`src/rtl/crc8_command_frame_receiver_macros.svh`:
```
// Assertion macros for the command frame receiver
`ifndef CRC8_COMMAND_FRAME_RECEIVER_MACROS_SVH
`define CRC8_COMMAND_FRAME_RECEIVER_MACROS_SVH

`ifndef SYNTHESIS

// expr must hold at every edge out of reset
`define CFR_ASSERT_ALWAYS(label, clk, rst, expr) \
   label: assert property (@(posedge clk) disable iff (rst) (expr)) \
      else $error("assertion failed");

// cons must follow ante as a non-overlapping implication
`define CFR_ASSERT_NEXT(label, clk, rst, ante, cons) \
   label: assert property (@(posedge clk) disable iff (rst) (ante) |=> (cons)) \
      else $error("assertion failed");

`else

`define CFR_ASSERT_ALWAYS(label, clk, rst, expr)
`define CFR_ASSERT_NEXT(label, clk, rst, ante, cons)

`endif

`endif

```
`src/rtl/crc8cfr_pkg.sv`:
```
`timescale 1ns / 1ps

package crc8cfr_pkg;

   localparam int unsigned BYTE_W     = 8;
   localparam int unsigned TICK_W     = 16;
   localparam int unsigned STATUS_W   = 3;
   localparam int unsigned CSR_IDX_W  = 3;
   localparam int unsigned CSR_DATA_W = 16;
   localparam int unsigned STORE_DEPTH = 7;
   localparam int unsigned COUNT_W    = 3;
   localparam int unsigned CRC_BYTES  = 6;

   localparam logic [BYTE_W-1:0] BYTE_CR   = 8'h0D;
   localparam logic [BYTE_W-1:0] BYTE_DEL  = 8'h7F;
   localparam logic [BYTE_W-1:0] BYTE_BS   = 8'h08;
   localparam logic [BYTE_W-1:0] CRC_POLY  = 8'h31;

   localparam logic [COUNT_W-1:0] FRAME_LAST = 3'd7;
   localparam logic [COUNT_W-1:0] CRC_LAST   = 3'd5;

   localparam logic [BYTE_W-1:0] HEAD_RESET    = 8'h5A;
   localparam logic [BYTE_W-1:0] TAIL_RESET    = 8'hA5;
   localparam logic [TICK_W-1:0] TIMEOUT_RESET = 16'd1000;
   localparam logic [BYTE_W-1:0] CODE_MIN_RESET = 8'h01;
   localparam logic [BYTE_W-1:0] CODE_MAX_RESET = 8'h04;

   localparam logic [STATUS_W-1:0] STATUS_OK       = 3'd0;
   localparam logic [STATUS_W-1:0] STATUS_BAD_HEAD = 3'd1;
   localparam logic [STATUS_W-1:0] STATUS_BAD_CRC  = 3'd2;
   localparam logic [STATUS_W-1:0] STATUS_BAD_TAIL = 3'd3;
   localparam logic [STATUS_W-1:0] STATUS_BAD_CODE = 3'd4;
   localparam logic [STATUS_W-1:0] STATUS_ABORT    = 3'd5;

   localparam logic [CSR_IDX_W-1:0] CSR_HEAD     = 3'd0;
   localparam logic [CSR_IDX_W-1:0] CSR_TAIL     = 3'd1;
   localparam logic [CSR_IDX_W-1:0] CSR_TIMEOUT  = 3'd2;
   localparam logic [CSR_IDX_W-1:0] CSR_CODE_MIN = 3'd3;
   localparam logic [CSR_IDX_W-1:0] CSR_CODE_MAX = 3'd4;

   localparam logic [0:0] ACTION_BYTE = 1'b0;
   localparam logic [0:0] ACTION_TICK = 1'b1;

   // CRC-8, MSB first, one whole byte already folded into crc
   function automatic logic [BYTE_W-1:0] crc8_byte(input logic [BYTE_W-1:0] value);
      logic [BYTE_W-1:0] crc;
      crc = value;
      for (int b = 0; b < BYTE_W; b++) begin
         if (crc[BYTE_W-1]) begin
            crc = {crc[BYTE_W-2:0], 1'b0} ^ CRC_POLY;
         end else begin
            crc = {crc[BYTE_W-2:0], 1'b0};
         end
      end
      return crc;
   endfunction

endpackage

```
`src/rtl/crc8_command_frame_receiver.sv`:
```
// A byte or tick request that gives no result leaves the receiver idle, so it can take a new request in the next cycle.
// Abort and timeout results show in the cycle after the request is accepted.
// The eighth frame byte starts a check: the CRC state walks the six stored bytes through one byte-wide CRC unit,
// then the check state compares the frame and registers the result, which then shows in the output state.
// One request at a time: req_stall stays high until the result is taken.
// Synchronous active-high reset: frame empty, timer stopped, registers at defaults.
`timescale 1ns / 1ps
`include "crc8_command_frame_receiver_macros.svh"

module crc8_command_frame_receiver (
   input  logic                                   clock,
   input  logic                                   reset,
   input  logic                                   req_valid,
   output logic                                   req_stall,
   input  logic                                   req_action,
   input  logic [crc8cfr_pkg::BYTE_W-1:0]         req_rx_byte,
   output logic                                   rsp_valid,
   input  logic                                   rsp_stall,
   output logic [crc8cfr_pkg::STATUS_W-1:0]       rsp_status,
   output logic [crc8cfr_pkg::BYTE_W-1:0]         rsp_command_code,
   output logic [crc8cfr_pkg::BYTE_W-1:0]         rsp_data_b0,
   output logic [crc8cfr_pkg::BYTE_W-1:0]         rsp_data_b1,
   output logic [crc8cfr_pkg::BYTE_W-1:0]         rsp_data_b2,
   output logic [crc8cfr_pkg::BYTE_W-1:0]         rsp_data_b3,
   input  logic                                   csr_valid,
   output logic                                   csr_ready,
   input  logic [crc8cfr_pkg::CSR_IDX_W-1:0]      csr_index,
   input  logic [crc8cfr_pkg::CSR_DATA_W-1:0]     csr_data
);
   import crc8cfr_pkg::*;

   typedef enum logic [3:0] {
      ST_IDLE  = 4'b0001,
      ST_CRC   = 4'b0010,
      ST_CHECK = 4'b0100,
      ST_OUT   = 4'b1000
   } state_type;

   state_type state_ff, state_in;

   logic [BYTE_W-1:0] head_ff, tail_cfg_ff, code_min_ff, code_max_ff;
   logic [TICK_W-1:0] timeout_ff;

   logic [BYTE_W-1:0]  store_ff [STORE_DEPTH];
   logic               store_we;
   logic [COUNT_W-1:0] store_idx;

   logic [COUNT_W-1:0] count_ff, count_in;
   logic               timer_ff, timer_in;
   logic [TICK_W-1:0]  tick_ff, tick_in;
   logic [TICK_W-1:0]  tick_next;
   logic [BYTE_W-1:0]  tail_ff, tail_in;
   logic [BYTE_W-1:0]  crc_ff, crc_in;
   logic [COUNT_W-1:0] crc_idx_ff, crc_idx_in;

   logic [STATUS_W-1:0] status_ff, status_in;
   logic [BYTE_W-1:0]   out_ff [5];
   logic [BYTE_W-1:0]   out_in [5];

   logic req_take;
   logic [STATUS_W-1:0] check_status;

   assign req_stall = (state_ff != ST_IDLE);
   assign req_take  = req_valid && !req_stall;
   assign csr_ready = 1'b1;
   assign tick_next = tick_ff + 1'b1;

   assign rsp_valid        = (state_ff == ST_OUT);
   assign rsp_status       = status_ff;
   assign rsp_command_code = out_ff[0];
   assign rsp_data_b0      = out_ff[1];
   assign rsp_data_b1      = out_ff[2];
   assign rsp_data_b2      = out_ff[3];
   assign rsp_data_b3      = out_ff[4];

   // frame checks in priority order: head, crc, tail, code range
   always_comb begin
      if (store_ff[0] != head_ff) begin
         check_status = STATUS_BAD_HEAD;
      end else if (crc_ff != store_ff[6]) begin
         check_status = STATUS_BAD_CRC;
      end else if (tail_ff != tail_cfg_ff) begin
         check_status = STATUS_BAD_TAIL;
      end else if (store_ff[1] < code_min_ff || store_ff[1] > code_max_ff) begin
         check_status = STATUS_BAD_CODE;
      end else begin
         check_status = STATUS_OK;
      end
   end

   always_comb begin
      state_in   = state_ff;
      count_in   = count_ff;
      timer_in   = timer_ff;
      tick_in    = tick_ff;
      tail_in    = tail_ff;
      crc_in     = crc_ff;
      crc_idx_in = crc_idx_ff;
      status_in  = status_ff;
      for (int i = 0; i < 5; i++) begin
         out_in[i] = out_ff[i];
      end
      store_we  = 1'b0;
      store_idx = count_ff;

      unique case (state_ff)
         ST_IDLE: begin
            if (req_take) begin
               if (req_action == ACTION_TICK) begin
                  if (timer_ff) begin
                     tick_in = tick_next;
                     if (tick_next == timeout_ff) begin
                        state_in  = ST_OUT;
                        status_in = STATUS_ABORT;
                        for (int i = 0; i < 5; i++) begin
                           out_in[i] = '0;
                        end
                        count_in = '0;
                        timer_in = 1'b0;
                        tick_in  = '0;
                     end
                  end
               end else if (req_rx_byte == BYTE_CR) begin
                  state_in  = ST_OUT;
                  status_in = STATUS_ABORT;
                  for (int i = 0; i < 5; i++) begin
                     out_in[i] = '0;
                  end
                  count_in = '0;
                  timer_in = 1'b0;
                  tick_in  = '0;
               end else if (req_rx_byte == BYTE_DEL || req_rx_byte == BYTE_BS) begin
                  if (count_ff != '0) begin
                     count_in = count_ff - 1'b1;
                  end
               end else if (count_ff != FRAME_LAST) begin
                  store_we = 1'b1;
                  count_in = count_ff + 1'b1;
                  if (count_ff == '0) begin
                     timer_in = 1'b1;
                     tick_in  = '0;
                  end
               end else begin
                  // tail byte: walk the stored bytes ahead of the CRC byte through the CRC unit
                  tail_in    = req_rx_byte;
                  crc_in     = '0;
                  crc_idx_in = '0;
                  state_in   = ST_CRC;
               end
            end
         end
         ST_CRC: begin
            crc_in     = crc8_byte(crc_ff ^ store_ff[crc_idx_ff]);
            crc_idx_in = crc_idx_ff + 1'b1;
            if (crc_idx_ff == CRC_LAST) begin
               state_in = ST_CHECK;
            end
         end
         ST_CHECK: begin
            status_in = check_status;
            for (int i = 0; i < 5; i++) begin
               out_in[i] = store_ff[i+1];
            end
            count_in = '0;
            timer_in = 1'b0;
            tick_in  = '0;
            state_in = ST_OUT;
         end
         ST_OUT: begin
            if (!rsp_stall) begin
               state_in = ST_IDLE;
            end
         end
         default: begin
            state_in = ST_IDLE;
         end
      endcase
   end

   always_ff @(posedge clock) begin
      if (reset) begin
         state_ff    <= ST_IDLE;
         count_ff    <= '0;
         timer_ff    <= 1'b0;
         tick_ff     <= '0;
         head_ff     <= HEAD_RESET;
         tail_cfg_ff <= TAIL_RESET;
         timeout_ff  <= TIMEOUT_RESET;
         code_min_ff <= CODE_MIN_RESET;
         code_max_ff <= CODE_MAX_RESET;
      end else begin
         state_ff <= state_in;
         count_ff <= count_in;
         timer_ff <= timer_in;
         tick_ff  <= tick_in;
         if (csr_valid && csr_ready) begin
            unique case (csr_index)
               CSR_HEAD:     head_ff     <= csr_data[BYTE_W-1:0];
               CSR_TAIL:     tail_cfg_ff <= csr_data[BYTE_W-1:0];
               CSR_TIMEOUT:  timeout_ff  <= csr_data[TICK_W-1:0];
               CSR_CODE_MIN: code_min_ff <= csr_data[BYTE_W-1:0];
               CSR_CODE_MAX: code_max_ff <= csr_data[BYTE_W-1:0];
               default: begin
                  // drop writes beyond the register list
               end
            endcase
         end
      end
   end

   always_ff @(posedge clock) begin
      tail_ff    <= tail_in;
      crc_ff     <= crc_in;
      crc_idx_ff <= crc_idx_in;
      status_ff  <= status_in;
      for (int i = 0; i < 5; i++) begin
         out_ff[i] <= out_in[i];
      end
      if (store_we) begin
         store_ff[store_idx] <= req_rx_byte;
      end
   end

   `CFR_ASSERT_ALWAYS(a_tick_idle_when_stopped, clock, reset, timer_ff || (tick_ff == '0))
   `CFR_ASSERT_ALWAYS(a_crc_index_range, clock, reset, (state_ff != ST_CRC) || (crc_idx_ff <= CRC_LAST))
   `CFR_ASSERT_ALWAYS(a_abort_fields_zero, clock, reset, !(rsp_valid && rsp_status == STATUS_ABORT) || (rsp_command_code == '0 && rsp_data_b0 == '0 && rsp_data_b1 == '0 && rsp_data_b2 == '0 && rsp_data_b3 == '0))
   `CFR_ASSERT_NEXT(a_frame_cleared_after_check, clock, reset, state_ff == ST_CHECK, rsp_valid && count_ff == '0 && !timer_ff)

endmodule

```
`config.mk`:
```
export PLATFORM = sky130hd
export DESIGN_NAME = crc8_command_frame_receiver
export DESIGN_NICKNAME = d
export VERILOG_FILES = /design/src/rtl/crc8cfr_pkg.sv /design/src/rtl/crc8_command_frame_receiver.sv
export VERILOG_INCLUDE_DIRS = /design/src /design/src/rtl
export SDC_FILE = /design/constraint.sdc
export NUM_CORES = 1
export LEC_CHECK = 0
export BUFFER_PORTS_ARGS = -buffer_cell sky130_fd_sc_hd__buf_4
export CORE_MARGIN = 2
export CORE_UTILIZATION = 50
export CTS_CLUSTER_SIZE = 8
export DETAILED_ROUTE_END_ITERATION = 6
export PLACE_DENSITY = 0.69
export RECOVER_POWER = 25
export SETUP_SLACK_MARGIN = 0.02
export SYNTH_ARGS = -nofsm -noshare
export SYNTH_HDL_FRONTEND = slang
export SYNTH_SLANG_ARGS = --single-unit
```
`constraint.sdc`:
```
create_clock -name clock -period 9 [get_ports clock]
set_clock_uncertainty 0.1 [all_clocks]
set_input_delay 2.25 -clock clock [delete_from_list [all_inputs] [get_ports clock]]
set_output_delay 2.25 -clock clock [all_outputs]
set_load 0.1 [all_outputs]
```
==> Implementation_results.wiki, run 1 <==
{| class="wikitable"
! Metric !! Value
|-
| Largest net degree at the start of global routing || 76
|-
| Combinational share of power || 9.6%
|-
| Final critical-path share of the clock period || 55.3%
|-
| Final design area excluding fillers || 10700 um^2
|-
| Largest fanout on the critical path || 11
|-
| Hold Path Class || flop to flop
|-
| Signal arrival time at the worst endpoint || 5.01 ns
|-
| Cell depth of the worst min-delay path || 2
|-
| Share of flip-flops with an asynchronous set or reset || 0%
|-
| Global-route met1 utilization || 29.0%
|-
| Effective utilization at floorplan || 51.2%
|-
| Power share of the sequential group || 46.5%
|-
| Most frequent cells in the layout || edfxtp_1, nand2_1, dfxtp_1
|-
| Routed length per instance || 18.5 um
|-
| Register area share after synthesis || 57.3%
|-
| Resized Gates After CTS || 0
|-
| Power share of the clock group || 43.9%
|-
| Leak Pwr || 3.71 nW
|-
| Remaining max-slew budget at the tightest pin || -16.3%
|-
| Cell count after synthesis || 791
|-
| Mapped Area || 9230 um^2
|-
| Cell internal pwr || 0.00165 W
|-
| Total routed wirelength || 20.6 mm
|-
| Clock insertion delay at the later pin of the skew report || 0.53 ns
|-
| Number of endpoints failing setup at the final stage || 0
|-
| GRT Resource Usage Total || 21.1%
|-
| Failing checks || capacitance limit, slew limit
|-
| DRC errors left || 0
|-
| Number of cells traversed by the worst register-to-register path || 9
|-
| First-pass GRT wire length || 32.8 mm
|-
| Via-to-Cell Ratio || 5.56
|-
| Worst ir drop on vdd || 0.155 mV
|-
| Timing-limited maximum frequency || 201 MHz
|-
| Ratio of cells with drive above 1 in the final layout || 14.9%
|-
| Unrepaired setup endpoints after global routing || false
|-
| Via count of the first global-routing pass || 6136
|-
| Most common cell after layout, fill and taps aside || edfxtp_1
|-
| Total Nets Final || 918
|-
| Core Util, Final || 59.5%
|-
| Port-buffer cells || 77
|-
| Hold buffer count at cts || 0
|-
| Busiest metal layer after global routing || met2
|-
| Antenna-violating nets left || 0
|-
| Required @ worst endpoint || 9.03 ns
|-
| Core Rows || 49
|-
| Global-route congestion overflow total || 0
|-
| Shortest clock period the worst path allows after layout || 4.97 ns
|-
| Number of ports placed on the die boundary || 79
|-
| Antenna diodes || 0
|-
| Kind of launch point of the worst setup path || input pin
|-
| Area growth from synthesis to layout || 16.3%
|-
| Power density normalized to cell area || 205 nW/um^2
|-
| Type of the worst setup path || input pin to flop
|-
| Final Max Slew Viols || 48
|-
| Final count of hold timing violations || 0
|-
| TritonCTS buffer count || 29
|-
| Switch share || 24.7%
|-
| Count of unique library cells instantiated by Yosys || 68
|-
| DRC marker count from the first detailed-route iteration || 571
|-
| Synth Register Bits || 201
|-
| Die X || 140 um
|-
| Global routing met2 resource utilization || 34.6%
|-
| CTS root buffer || clkbuf_16
|-
| Area of the die || 19600 um^2
|-
| Area post-placement || 9950 um^2
|-
| Sink Count || 201
|-
| Number of levels the H-tree was split into || 1
|-
| GR met3 Demand/Resource || 4.37%
|-
| Buffer depth of the longest clock path || 3
|-
| Number of synthesized flops with an enable pin || 126
|-
| HPWL Detailed || 14.5 mm
|-
| Dominant synthesized flop cell || edfxtp_1
|-
| Antenna violations before repair || 0
|-
| Die H || 140 um
|-
| Kind of end point of the critical path || flop
|-
| Final TNS setup || 0 ns
|-
| Status || finished with violations
|-
| Worst-path clk slew || 0.05 ns
|-
| Vias post-DR || 6193
|-
| Synthesized area divided by synthesized cell count || 11.7 um^2
|-
| Worst slew pin tran || 1.75 ns
|-
| Final weighted congestion in routability-driven placement || 0.858
|-
| Number of buffers inserted to repair setup after CTS || 0
|-
| Total of warnings raised by yosys || 0
|-
| Core Area || 18000 um^2
|-
| CTS tree || yes
|-
| Total of max-cap violations || 1
|-
| Total iterations of the first detailed-routing run || 5
|-
| P_sw || 0.000543 W
|}
synthesized netlist by cell type, types with 10 or more instances:
cell type | n | area [um^2]
nand2b_1 | 11 | 68.8
ha_1 | 18 | 225
a32oi_1 | 10 | 87.6
nand2_1 | 102 | 383
a21oi_1 | 40 | 200
o31ai_1 | 12 | 90.1
clkbuf_1 | 22 | 82.6
dfxtp_1 | 75 | 1500
nand3b_1 | 14 | 105
xor2_1 | 23 | 201
o21ai_0 | 12 | 60.1
mux4_2 | 16 | 360
and2_1 | 42 | 263
edfxtp_1 | 126 | 3780
nand3_1 | 14 | 70.1
buf_2 | 10 | 50.1
xnor2_1 | 46 | 403
nor2_1 | 35 | 131
inv_1 | 24 | 90.1
nor2b_1 | 19 | 119
mux2i_1 | 12 | 120
nand4_1 | 14 | 87.6
path summary, 6_finish.rpt:
path                       start        endpoint  slack (ns)
hold reg to reg   code_min_ff[3]  code_min_ff[3]        0.35
setup / recovery  req_rx_byte[4]  store_ff[0][4]        4.03
setup reg to reg      tick_ff[0]      tick_ff[8]        5.21
hold / removal    code_min_ff[3]  code_min_ff[3]        0.35
power by group through the flow:
stage	clock network, W	registers [W]	logic [W]
floorplan	0	0.00111	0.0000789
global placement	0	0.00104	0.000208
detailed placement	0	0.00104	0.000211
CTS	0.000983	0.00102	0.000212
global route	0.00102	0.00102	0.000223
finish	0.000966	0.00102	0.000210
flip-flops by register name, summed over array words and instances, names as in the netlist, 16 cells and up, named ones only:
| signal | flops |
|---|---|
| store_ff | 64 |
| timeout_ff | 16 |
| tick_ff | 16 |
| out_ff | 40 |
routing by layer:
metal	vias up	share of wire, %
li1	2985	-
met1	2974	43
met2	201	48
met3	33	7.2
met4	0	1.7
met5	-	0
metrics by stage:
stage	hold slack [ns]	std cells	setup WS (ns)	power (W)
after floorplan	0.336	798	3.12	0.00119
after detailed placement	0.347	1064	3.77	0.00125
final	0.353	1114	4.03	0.00220
after global routing	0.385	1114	3.83	0.00227
after global placement	0.342	1064	3.91	0.00125
after CTS	0.353	1114	4.24	0.00222
worst max-delay path, stage by stage:
cell and delay (ns):
clkbuf_1 0.43, or4_1 0.24, nor4_1 0.05, o21ai_1 0.47, nand3_1 0.22, or3_1 0.42, nor3_1 0.93
area by class of cell:
class,instances,area [um^2]
clock buffer,48,797
sequential,201,5290
multi-input combinational,532,3700
timing repair buffer,78,556
inverter,24,90.1
clock inverter,2,17.5
fill,1488,7290
tap,229,287
kinds of logic (layout without fill, tap and decap cells):
logic type,Yosys count,count (layout),synth area share (%)
DFF,201,201,57.3
other,2,9,0.0814
AOI/OAI and AO/OA,108,108,7.74
muxes,29,29,5.33
buffers and inverters,65,152,3.02
and+or+nand+nor,298,298,17.4
xor gates and xnor gates,69,69,6.55
adders and majority gates,19,19,2.66
Note: power is estimated with default switching activity, not from simulation.
==> run 2: changes to the inputs <==
PLACE_DENSITY = 0.71   (was 0.69)
clock period = 4.56 ns   (was 9 ns; I/O delays follow)
==> run 2 against run 1 <==
Against the previous run:
- non-clock buffer count up 7
- utilization rose by 0.31 points
- critical path depth stayed put
- routed wire length down 0.69%
- final area rose by 0.51%
- highest routed layer unchanged
- global-route usage about the same
- die area is the same
- sequential share of layout area decreased by 0.25 points
- via count up 0.34%
- sequential power grew 98%
- the flow still finishes with violations (capacitance limit, slew limit)
- power up 98%
==> Implementation_results.wiki, run 2 (synthesized netlist as in run 1, its figures left out) <==
{| class="wikitable"
! Metric !! Value
|-
| Final count of hold timing violations || 0 (unchanged)
|-
| Number of endpoints failing setup at the final stage || 0 (unchanged)
|-
| Number of ports placed on the die boundary || 79 (unchanged)
|-
| Worst setup slack before clock tree synthesis || 0.930 ns (was 3.77 ns)
|-
| Required @ worst endpoint || 4.61 ns (was 9.03 ns)
|-
| Fillers || 1476 (was 1488)
|-
| Area growth from synthesis to layout || 16.9% (was 16.3%)
|-
| Kind of end point of the critical path || flop (unchanged)
|-
| Hold buffer count at cts || 0 (unchanged)
|-
| Top reg by flops || store_ff (unchanged)
|-
| Type of the worst setup path || input pin to flop (unchanged)
|-
| CTS tree || yes (unchanged)
|-
| GRT Resource Usage Total || 21.1% (about the same)
|-
| Cell-by-cell trace of the critical path || clkbuf_1 > or4_1 > nor4_1 > o21ai_1 > nand3_1 > or3_1 > nor2_1 (was clkbuf_1 > or4_1 > nor4_1 > o21ai_1 > nand3_1 > or3_1 > nor3_1)
|-
| Unrepaired setup endpoints after global routing || false (unchanged)
|-
| Area of the die || 19600 um^2 (unchanged)
|-
| Setup slack of the critical path after layout || 1.01 ns (was 4.03 ns)
|-
| Met1 wire length || 9.12 mm (was 8.93 mm)
|-
| Via count of the first global-routing pass || 5893 (was 6136)
|-
| Delay of the slowest cell on the worst path || 0.59 ns (was 0.93 ns)
|-
| Largest net degree at the start of global routing || 76 (unchanged)
|-
| Signal arrival time at the worst endpoint || 3.60 ns (was 5.01 ns)
|-
| Antenna-violating nets left || 0 (unchanged)
|-
| Max FFs per register || 64 (unchanged)
|-
| Power density normalized to cell area || 403 nW/um^2 (was 205 nW/um^2)
|-
| WL met3 || 1.47 mm (was 1.48 mm)
|-
| Die X || 140 um (unchanged)
|-
| Final standard cell count with taps included and fillers excluded || 1121 (was 1114)
|-
| Antenna diodes || 0 (unchanged)
|-
| Number of levels the H-tree was split into || 1 (unchanged)
|-
| Routed wire length on met2 || 9.56 mm (was 9.85 mm)
|-
| Core Rows || 49 (unchanged)
|-
| Buffer depth of the longest clock path || 3 (unchanged)
|-
| Timing-limited maximum frequency || 282 MHz
|-
| Final Max Slew Viols || 47 (was 48)
|-
| Die H || 140 um (unchanged)
|-
| Failing checks || capacitance limit, slew limit (unchanged)
|-
| Ratio of cells with drive above 1 in the final layout || 15.6% (was 14.9%)
|-
| Critical path's top delay family || simple AND/OR/NAND/NOR gates (unchanged)
|-
| Clock insertion delay at the later pin of the skew report || 0.52 ns (was 0.53 ns)
|-
| Resized Gates After CTS || 0 (unchanged)
|-
| DRC marker count from the first detailed-route iteration || 498 (was 571)
|-
| Most common cell after layout, fill and taps aside || edfxtp_1 (unchanged)
|-
| Final design area excluding fillers || 10800 um^2 (was 10700 um^2)
|-
| Number of buffers inserted to repair setup after CTS || 0 (unchanged)
|-
| Storage element area || 5290 um^2 (unchanged)
|-
| Antenna violations before repair || 0 (unchanged)
|-
| Sink Count || 201 (unchanged)
|-
| Final weighted congestion in routability-driven placement || 0.801 (was 0.858)
|-
| Effective utilization at floorplan || 51.2% (unchanged)
|-
| Leak Pwr || 3.77 nW (was 3.71 nW)
|-
| Total placed cells including tap cells || 1071 (was 1064)
|-
| Final critical-path share of the clock period || 77.9%
|-
| Via-to-Cell Ratio || 5.54 (was 5.56)
|-
| Worst slew pin tran || 1.59 ns (was 1.75 ns)
|-
| Global-route congestion overflow total || 0 (unchanged)
|-
| DRC errors left || 0 (unchanged)
|-
| Port-buffer cells || 77 (unchanged)
|-
| Final TNS setup || 0 ns (unchanged)
|-
| HPWL Detailed || 13.8 mm (was 14.5 mm)
|-
| Core Area || 18000 um^2 (unchanged)
|-
| Most frequent cells in the layout || edfxtp_1, nand2_1, buf_4 (was edfxtp_1, nand2_1, dfxtp_1)
|-
| Uppermost layer routed || met4 (unchanged)
|-
| Total iterations of the first detailed-routing run || 6 (was 5)
|-
| Largest fanout on the critical path || 11 (unchanged)
|-
| Routed length per instance || 18.3 um (was 18.5 um)
|-
| Shortest clock period the worst path allows after layout || 3.55 ns
|-
| Vias post-DR || 6214 (was 6193)
|-
| CTS root buffer || clkbuf_16 (unchanged)
|-
| Remaining max-slew budget at the tightest pin || -5.89% (was -16.3%)
|-
| Kind of launch point of the worst setup path || input pin (unchanged)
|-
| Worst-path clk slew || 0.05 ns (about the same)
|-
| Worst ir drop on vdd || 0.359 mV (was 0.155 mV)
|-
| Buffer and inverter count on the worst path || 1 (unchanged)
|-
| Top Registers || store_ff (64), out_ff (40) (unchanged)
|-
| Total routed wirelength || 20.5 mm (was 20.6 mm)
|-
| Hold Path Class || flop to flop (unchanged)
|-
| Area of the multi-input gates || 3700 um^2 (about the same)
|-
| Power, Total || 0.00435 W (was 0.00220 W)
|-
| Total of max-cap violations || 1 (unchanged)
|-
| Total Nets Final || 925 (was 918)
|-
| Status || finished with violations (unchanged)
|-
| Worst path slowest cell || nor2_1 (was nor3_1)
|-
| TritonCTS buffer count || 29 (unchanged)
|-
| Area post-placement || 10000 um^2 (was 9950 um^2)
|-
| First-pass GRT wire length || 32.9 mm (was 32.8 mm)
|}
==> run 2: changes by cell type in the layout (fill, tap and decap cells not counted) <==
cell / delta
nor4b_2: +1
and2_0: -20
clkbuf_1: +1
and2_1: +20
nor4b_1: -1
buf_4: +6
==> run 2: worst register-to-register path, cell delays in order, from the launching register on <==
cell and delay (ns):
dfxtp_1 0.43, ha_1 0.31, and3_1 0.27, nand4_1 0.21, xor2_1 0.20, o22ai_1 0.26, nor4_4 0.11, nor3_2 0.58
nand3b_2 0.41, o31ai_1 0.34
==> run 2: area by class of cell <==
type / count / share of cell area [%]
sequential: 201 / 49.0
multi-input combinational: 532 / 34.4
clock buffer: 48 / 7.39
timing repair buffer: 85 / 5.60
tap: 229 / 2.66
inverter: 24 / 0.835
clock inverter: 2 / 0.162
==> run 2: worst paths after layout <==
| check | end | slack, ns | cells after the start | from |
|---|---|---|---|---|
| setup reg to reg | tick_ff[15] | 1.26 | 9 | tick_ff[0] |
| setup / recovery | store_ff[4][3] | 1.01 | 7 | req_rx_byte[5] |
| hold reg to reg | code_min_ff[6] | 0.35 | 2 | code_min_ff[6] |
| hold / removal | code_min_ff[6] | 0.35 | 2 | code_min_ff[6] |
==> run 2: metrics by stage <==
stage | util [%] | hold slack, ns
after detailed placement | 55.5 | 0.348
after floorplan | - | 0.336
final | 59.8 | 0.351
after CTS | 60.1 | 0.355
after global routing | 59.8 | 0.381
after global placement | 55.5 | 0.345
==> run 2: metal layers <==
metal | up-vias | global-route usage (%)
li1 | 3008 | -
met3 | 23 | 3.79
met4 | 0 | 5.32
met1 | 2959 | 30.5
met5 | - | 0
met2 | 224 | 33.3
==> run 2: power breakdown <==
group | switching [W] | internal, W
Sequential | 0.0000283 | 0.00199
Combinational | 0.000315 | 0.000110
Clock | 0.000734 | 0.00117
Total | 0.00108 | 0.00327
==> run 3: changes to the inputs <==
PLACE_DENSITY = 0.69   (was 0.71)
clock period = 3.6 ns   (was 4.56 ns; I/O delays follow)
==> run 3 against run 2 <==
Against the previous run:
- combinational power grew 27%
- via count grew 2.3%
- worst setup slack lost 0.60 ns
- die area is the same
- global-route usage grew 0.21 points
- the run now ends clean
- power grew 27%
- clock power grew 27%
- first-iteration DRC count grew 30%
- final area grew 0.70%
- utilization grew 0.42 points
- sequential share of layout area shrank 0.34 points
- routed wire length grew 1.2%
==> Implementation_results.wiki, run 3 (synthesized netlist as in run 1, its figures left out) <==
{| class="wikitable"
! Metric !! Value
|-
| Status || finished clean (was finished with violations)
|-
| Routed length per instance || 18.3 um (about the same)
|-
| Signal arrival time at the worst endpoint || 3.52 ns (was 3.60 ns)
|-
| Minimum hold slack || 0.357 ns (was 0.351 ns)
|-
| Worst slew pin tran || 0.763 ns (was 1.59 ns)
|-
| Number of ports placed on the die boundary || 79 (unchanged)
|-
| Die H || 140 um (unchanged)
|-
| Unrepaired setup endpoints after global routing || false (unchanged)
|-
| Total iterations of the first detailed-routing run || 5 (was 6)
|-
| First-pass GRT wire length || 33.2 mm (was 32.9 mm)
|-
| P_sw || 0.00137 W (was 0.00108 W)
|-
| Largest net degree at the start of global routing || 76 (unchanged)
|-
| Total routed wirelength || 20.7 mm (was 20.5 mm)
|-
| CTS root buffer || clkbuf_16 (unchanged)
|-
| Area growth from synthesis to layout || 17.7% (was 16.9%)
|-
| Number of buffers inserted to repair setup after CTS || 0 (unchanged)
|-
| Total placed cells including tap cells || 1079 (was 1071)
|-
| DRC errors left || 0 (unchanged)
|-
| Ratio of cells with drive above 1 in the final layout || 16.3% (was 15.6%)
|-
| Most common cell after layout, fill and taps aside || edfxtp_1 (unchanged)
|-
| Antenna violations before repair || 0 (unchanged)
|-
| Vias post-DR || 6359 (was 6214)
|-
| TritonCTS buffer count || 29 (unchanged)
|-
| Final standard cell count with taps included and fillers excluded || 1129 (was 1121)
|-
| Core Area || 18000 um^2 (unchanged)
|-
| Required @ worst endpoint || 3.92 ns (was 4.61 ns)
|-
| Worst-path clk slew || 0.05 ns (about the same)
|-
| Shortest clock period the worst path allows after layout || 3.19 ns
|-
| Area post-placement || 10100 um^2 (was 10000 um^2)
|-
| Worst ir drop on vdd || 0.464 mV (was 0.359 mV)
|-
| CTS tree || yes (unchanged)
|-
| Resized Gates After CTS || 0 (unchanged)
|-
| Final TNS setup || 0 ns (unchanged)
|-
| Final design area excluding fillers || 10900 um^2 (was 10800 um^2)
|-
| Remaining max-slew budget at the tightest pin || 48.6% (was -5.89%)
|-
| Antenna-violating nets left || 0 (unchanged)
|-
| Top reg by flops || store_ff (unchanged)
|-
| Core Rows || 49 (unchanged)
|-
| Sink Count || 201 (unchanged)
|-
| Final critical-path share of the clock period || 88.7%
|-
| Area of the multi-input gates || 3710 um^2 (was 3700 um^2)
|-
| Type of the worst setup path || flop to flop (was input pin to flop)
|-
| Number of levels the H-tree was split into || 1 (unchanged)
|-
| Effective utilization at floorplan || 51.2% (unchanged)
|-
| Final count of hold timing violations || 0 (unchanged)
|-
| GRT Resource Usage Total || 21.3% (was 21.1%)
|-
| Port-buffer cells || 77 (unchanged)
|-
| Storage element area || 5290 um^2 (unchanged)
|-
| Top Registers || store_ff (64), out_ff (40) (unchanged)
|-
| Via count of the first global-routing pass || 6261 (was 5893)
|-
| Kind of launch point of the worst setup path || flop (was input pin)
|-
| Die X || 140 um (unchanged)
|-
| Global-route congestion overflow total || 0 (unchanged)
|-
| Most frequent cells in the layout || edfxtp_1, nand2_1, buf_4 (unchanged)
|-
| HPWL Detailed || 14.3 mm (was 13.8 mm)
|-
| Antenna diodes || 0 (unchanged)
|-
| Via-to-Cell Ratio || 5.63 (was 5.54)
|-
| Area of the die || 19600 um^2 (unchanged)
|-
| Final Max Slew Viols || 0 (was 47)
|-
| Timing-limited maximum frequency || 313 MHz
|-
| Final weighted congestion in routability-driven placement || 0.870 (was 0.801)
|-
| Hold buffer count at cts || 0 (unchanged)
|-
| Kind of end point of the critical path || flop (unchanged)
|-
| Switch share || 24.9% (was 24.8%)
|-
| Power share of the sequential group || 46.3% (was 46.4%)
|-
| Max FFs per register || 64 (unchanged)
|-
| Clock insertion delay at the later pin of the skew report || 0.53 ns (was 0.52 ns)
|-
| Power density normalized to cell area || 508 nW/um^2 (was 403 nW/um^2)
|-
| Combinational share of power || 9.8% (about the same)
|-
| Fillers || 1439 (was 1476)
|-
| Power share of the clock group || 43.9% (about the same)
|-
| Buffer depth of the longest clock path || 3 (unchanged)
|-
| Hold Path Class || flop to flop (unchanged)
|-
| Cell internal pwr || 0.00415 W (was 0.00327 W)
|-
| Number of endpoints failing setup at the final stage || 0 (unchanged)
|-
| Total Nets Final || 933 (was 925)
|-
| Total of max-cap violations || 0 (was 1)
|-
| DRC marker count from the first detailed-route iteration || 645 (was 498)
|-
| Largest fanout on the critical path || 6 (was 11)
|-
| Leak Pwr || 3.82 nW (was 3.77 nW)
|}
run 3: cell types whose count changed in the layout (fill, tap and decap cells not counted), sizes merged:
cell / change
buf: +7
clkbuf: +1
run 3: cell type report:
cell class / count / area share, %
Clock buffer: 48 / 7.34
Clock inverter: 2 / 0.161
Inverter: 24 / 0.829
Multi-Input combinational cell: 532 / 34.2
Sequential cell: 201 / 48.7
Tap cell: 229 / 2.64
Timing Repair Buffer: 93 / 6.20
run 3: path summary, 6_finish.rpt:
check                      start             end  slack (ns)  cells past startpoint
setup / recovery      tick_ff[0]     state_ff[0]        0.41                      9
hold reg to reg   code_min_ff[1]  code_min_ff[1]        0.36                      2
setup reg to reg      tick_ff[0]     state_ff[0]        0.41                      9
hold / removal    code_min_ff[1]  code_min_ff[1]        0.36                      2
run 3: per-stage QoR:
step | worst slack [ns] | utilization (%) | power [W]
finish | 0.408 | 60.3 | 0.00552
floorplan | 0.264 | - | 0.00298
CTS | 0.438 | 60.5 | 0.00556
global route | 0.143 | 60.3 | 0.00570
detailed placement | 0.295 | 55.9 | 0.00314
global placement | 0.365 | 55.9 | 0.00313
run 3: worst max-delay path: stages, from the launching register on:
cell and delay [ns]:
dfxtp_1 0.44, ha_1 0.32, xnor2_1 0.16, xnor2_1 0.08, nor4_1 0.39, o2111ai_1 0.27
nor4_4 0.40, a21oi_2 0.18, or4_4 0.56, o22a_1 0.20
run 3: power by group through the flow:
stage / clock [W] / combinational [W] / sequential, W
2_1_floorplan: 0 / 0.000200 / 0.00278
3_5_place_dp: 0 / 0.000542 / 0.00260
3_3_place_gp: 0 / 0.000532 / 0.00259
4_1_cts: 0.00246 / 0.000545 / 0.00255
6_report: 0.00242 / 0.000540 / 0.00255
5_1_grt: 0.00258 / 0.000572 / 0.00256
run 3: layer usage:
layer	routed length [um]	vias to the layer above	track usage [%]
met5	0	-	0
met4	460	0	7.21
met3	1300	36	3.44
met2	9900	242	35.0
met1	9060	3056	29.0
li1	-	3025	-
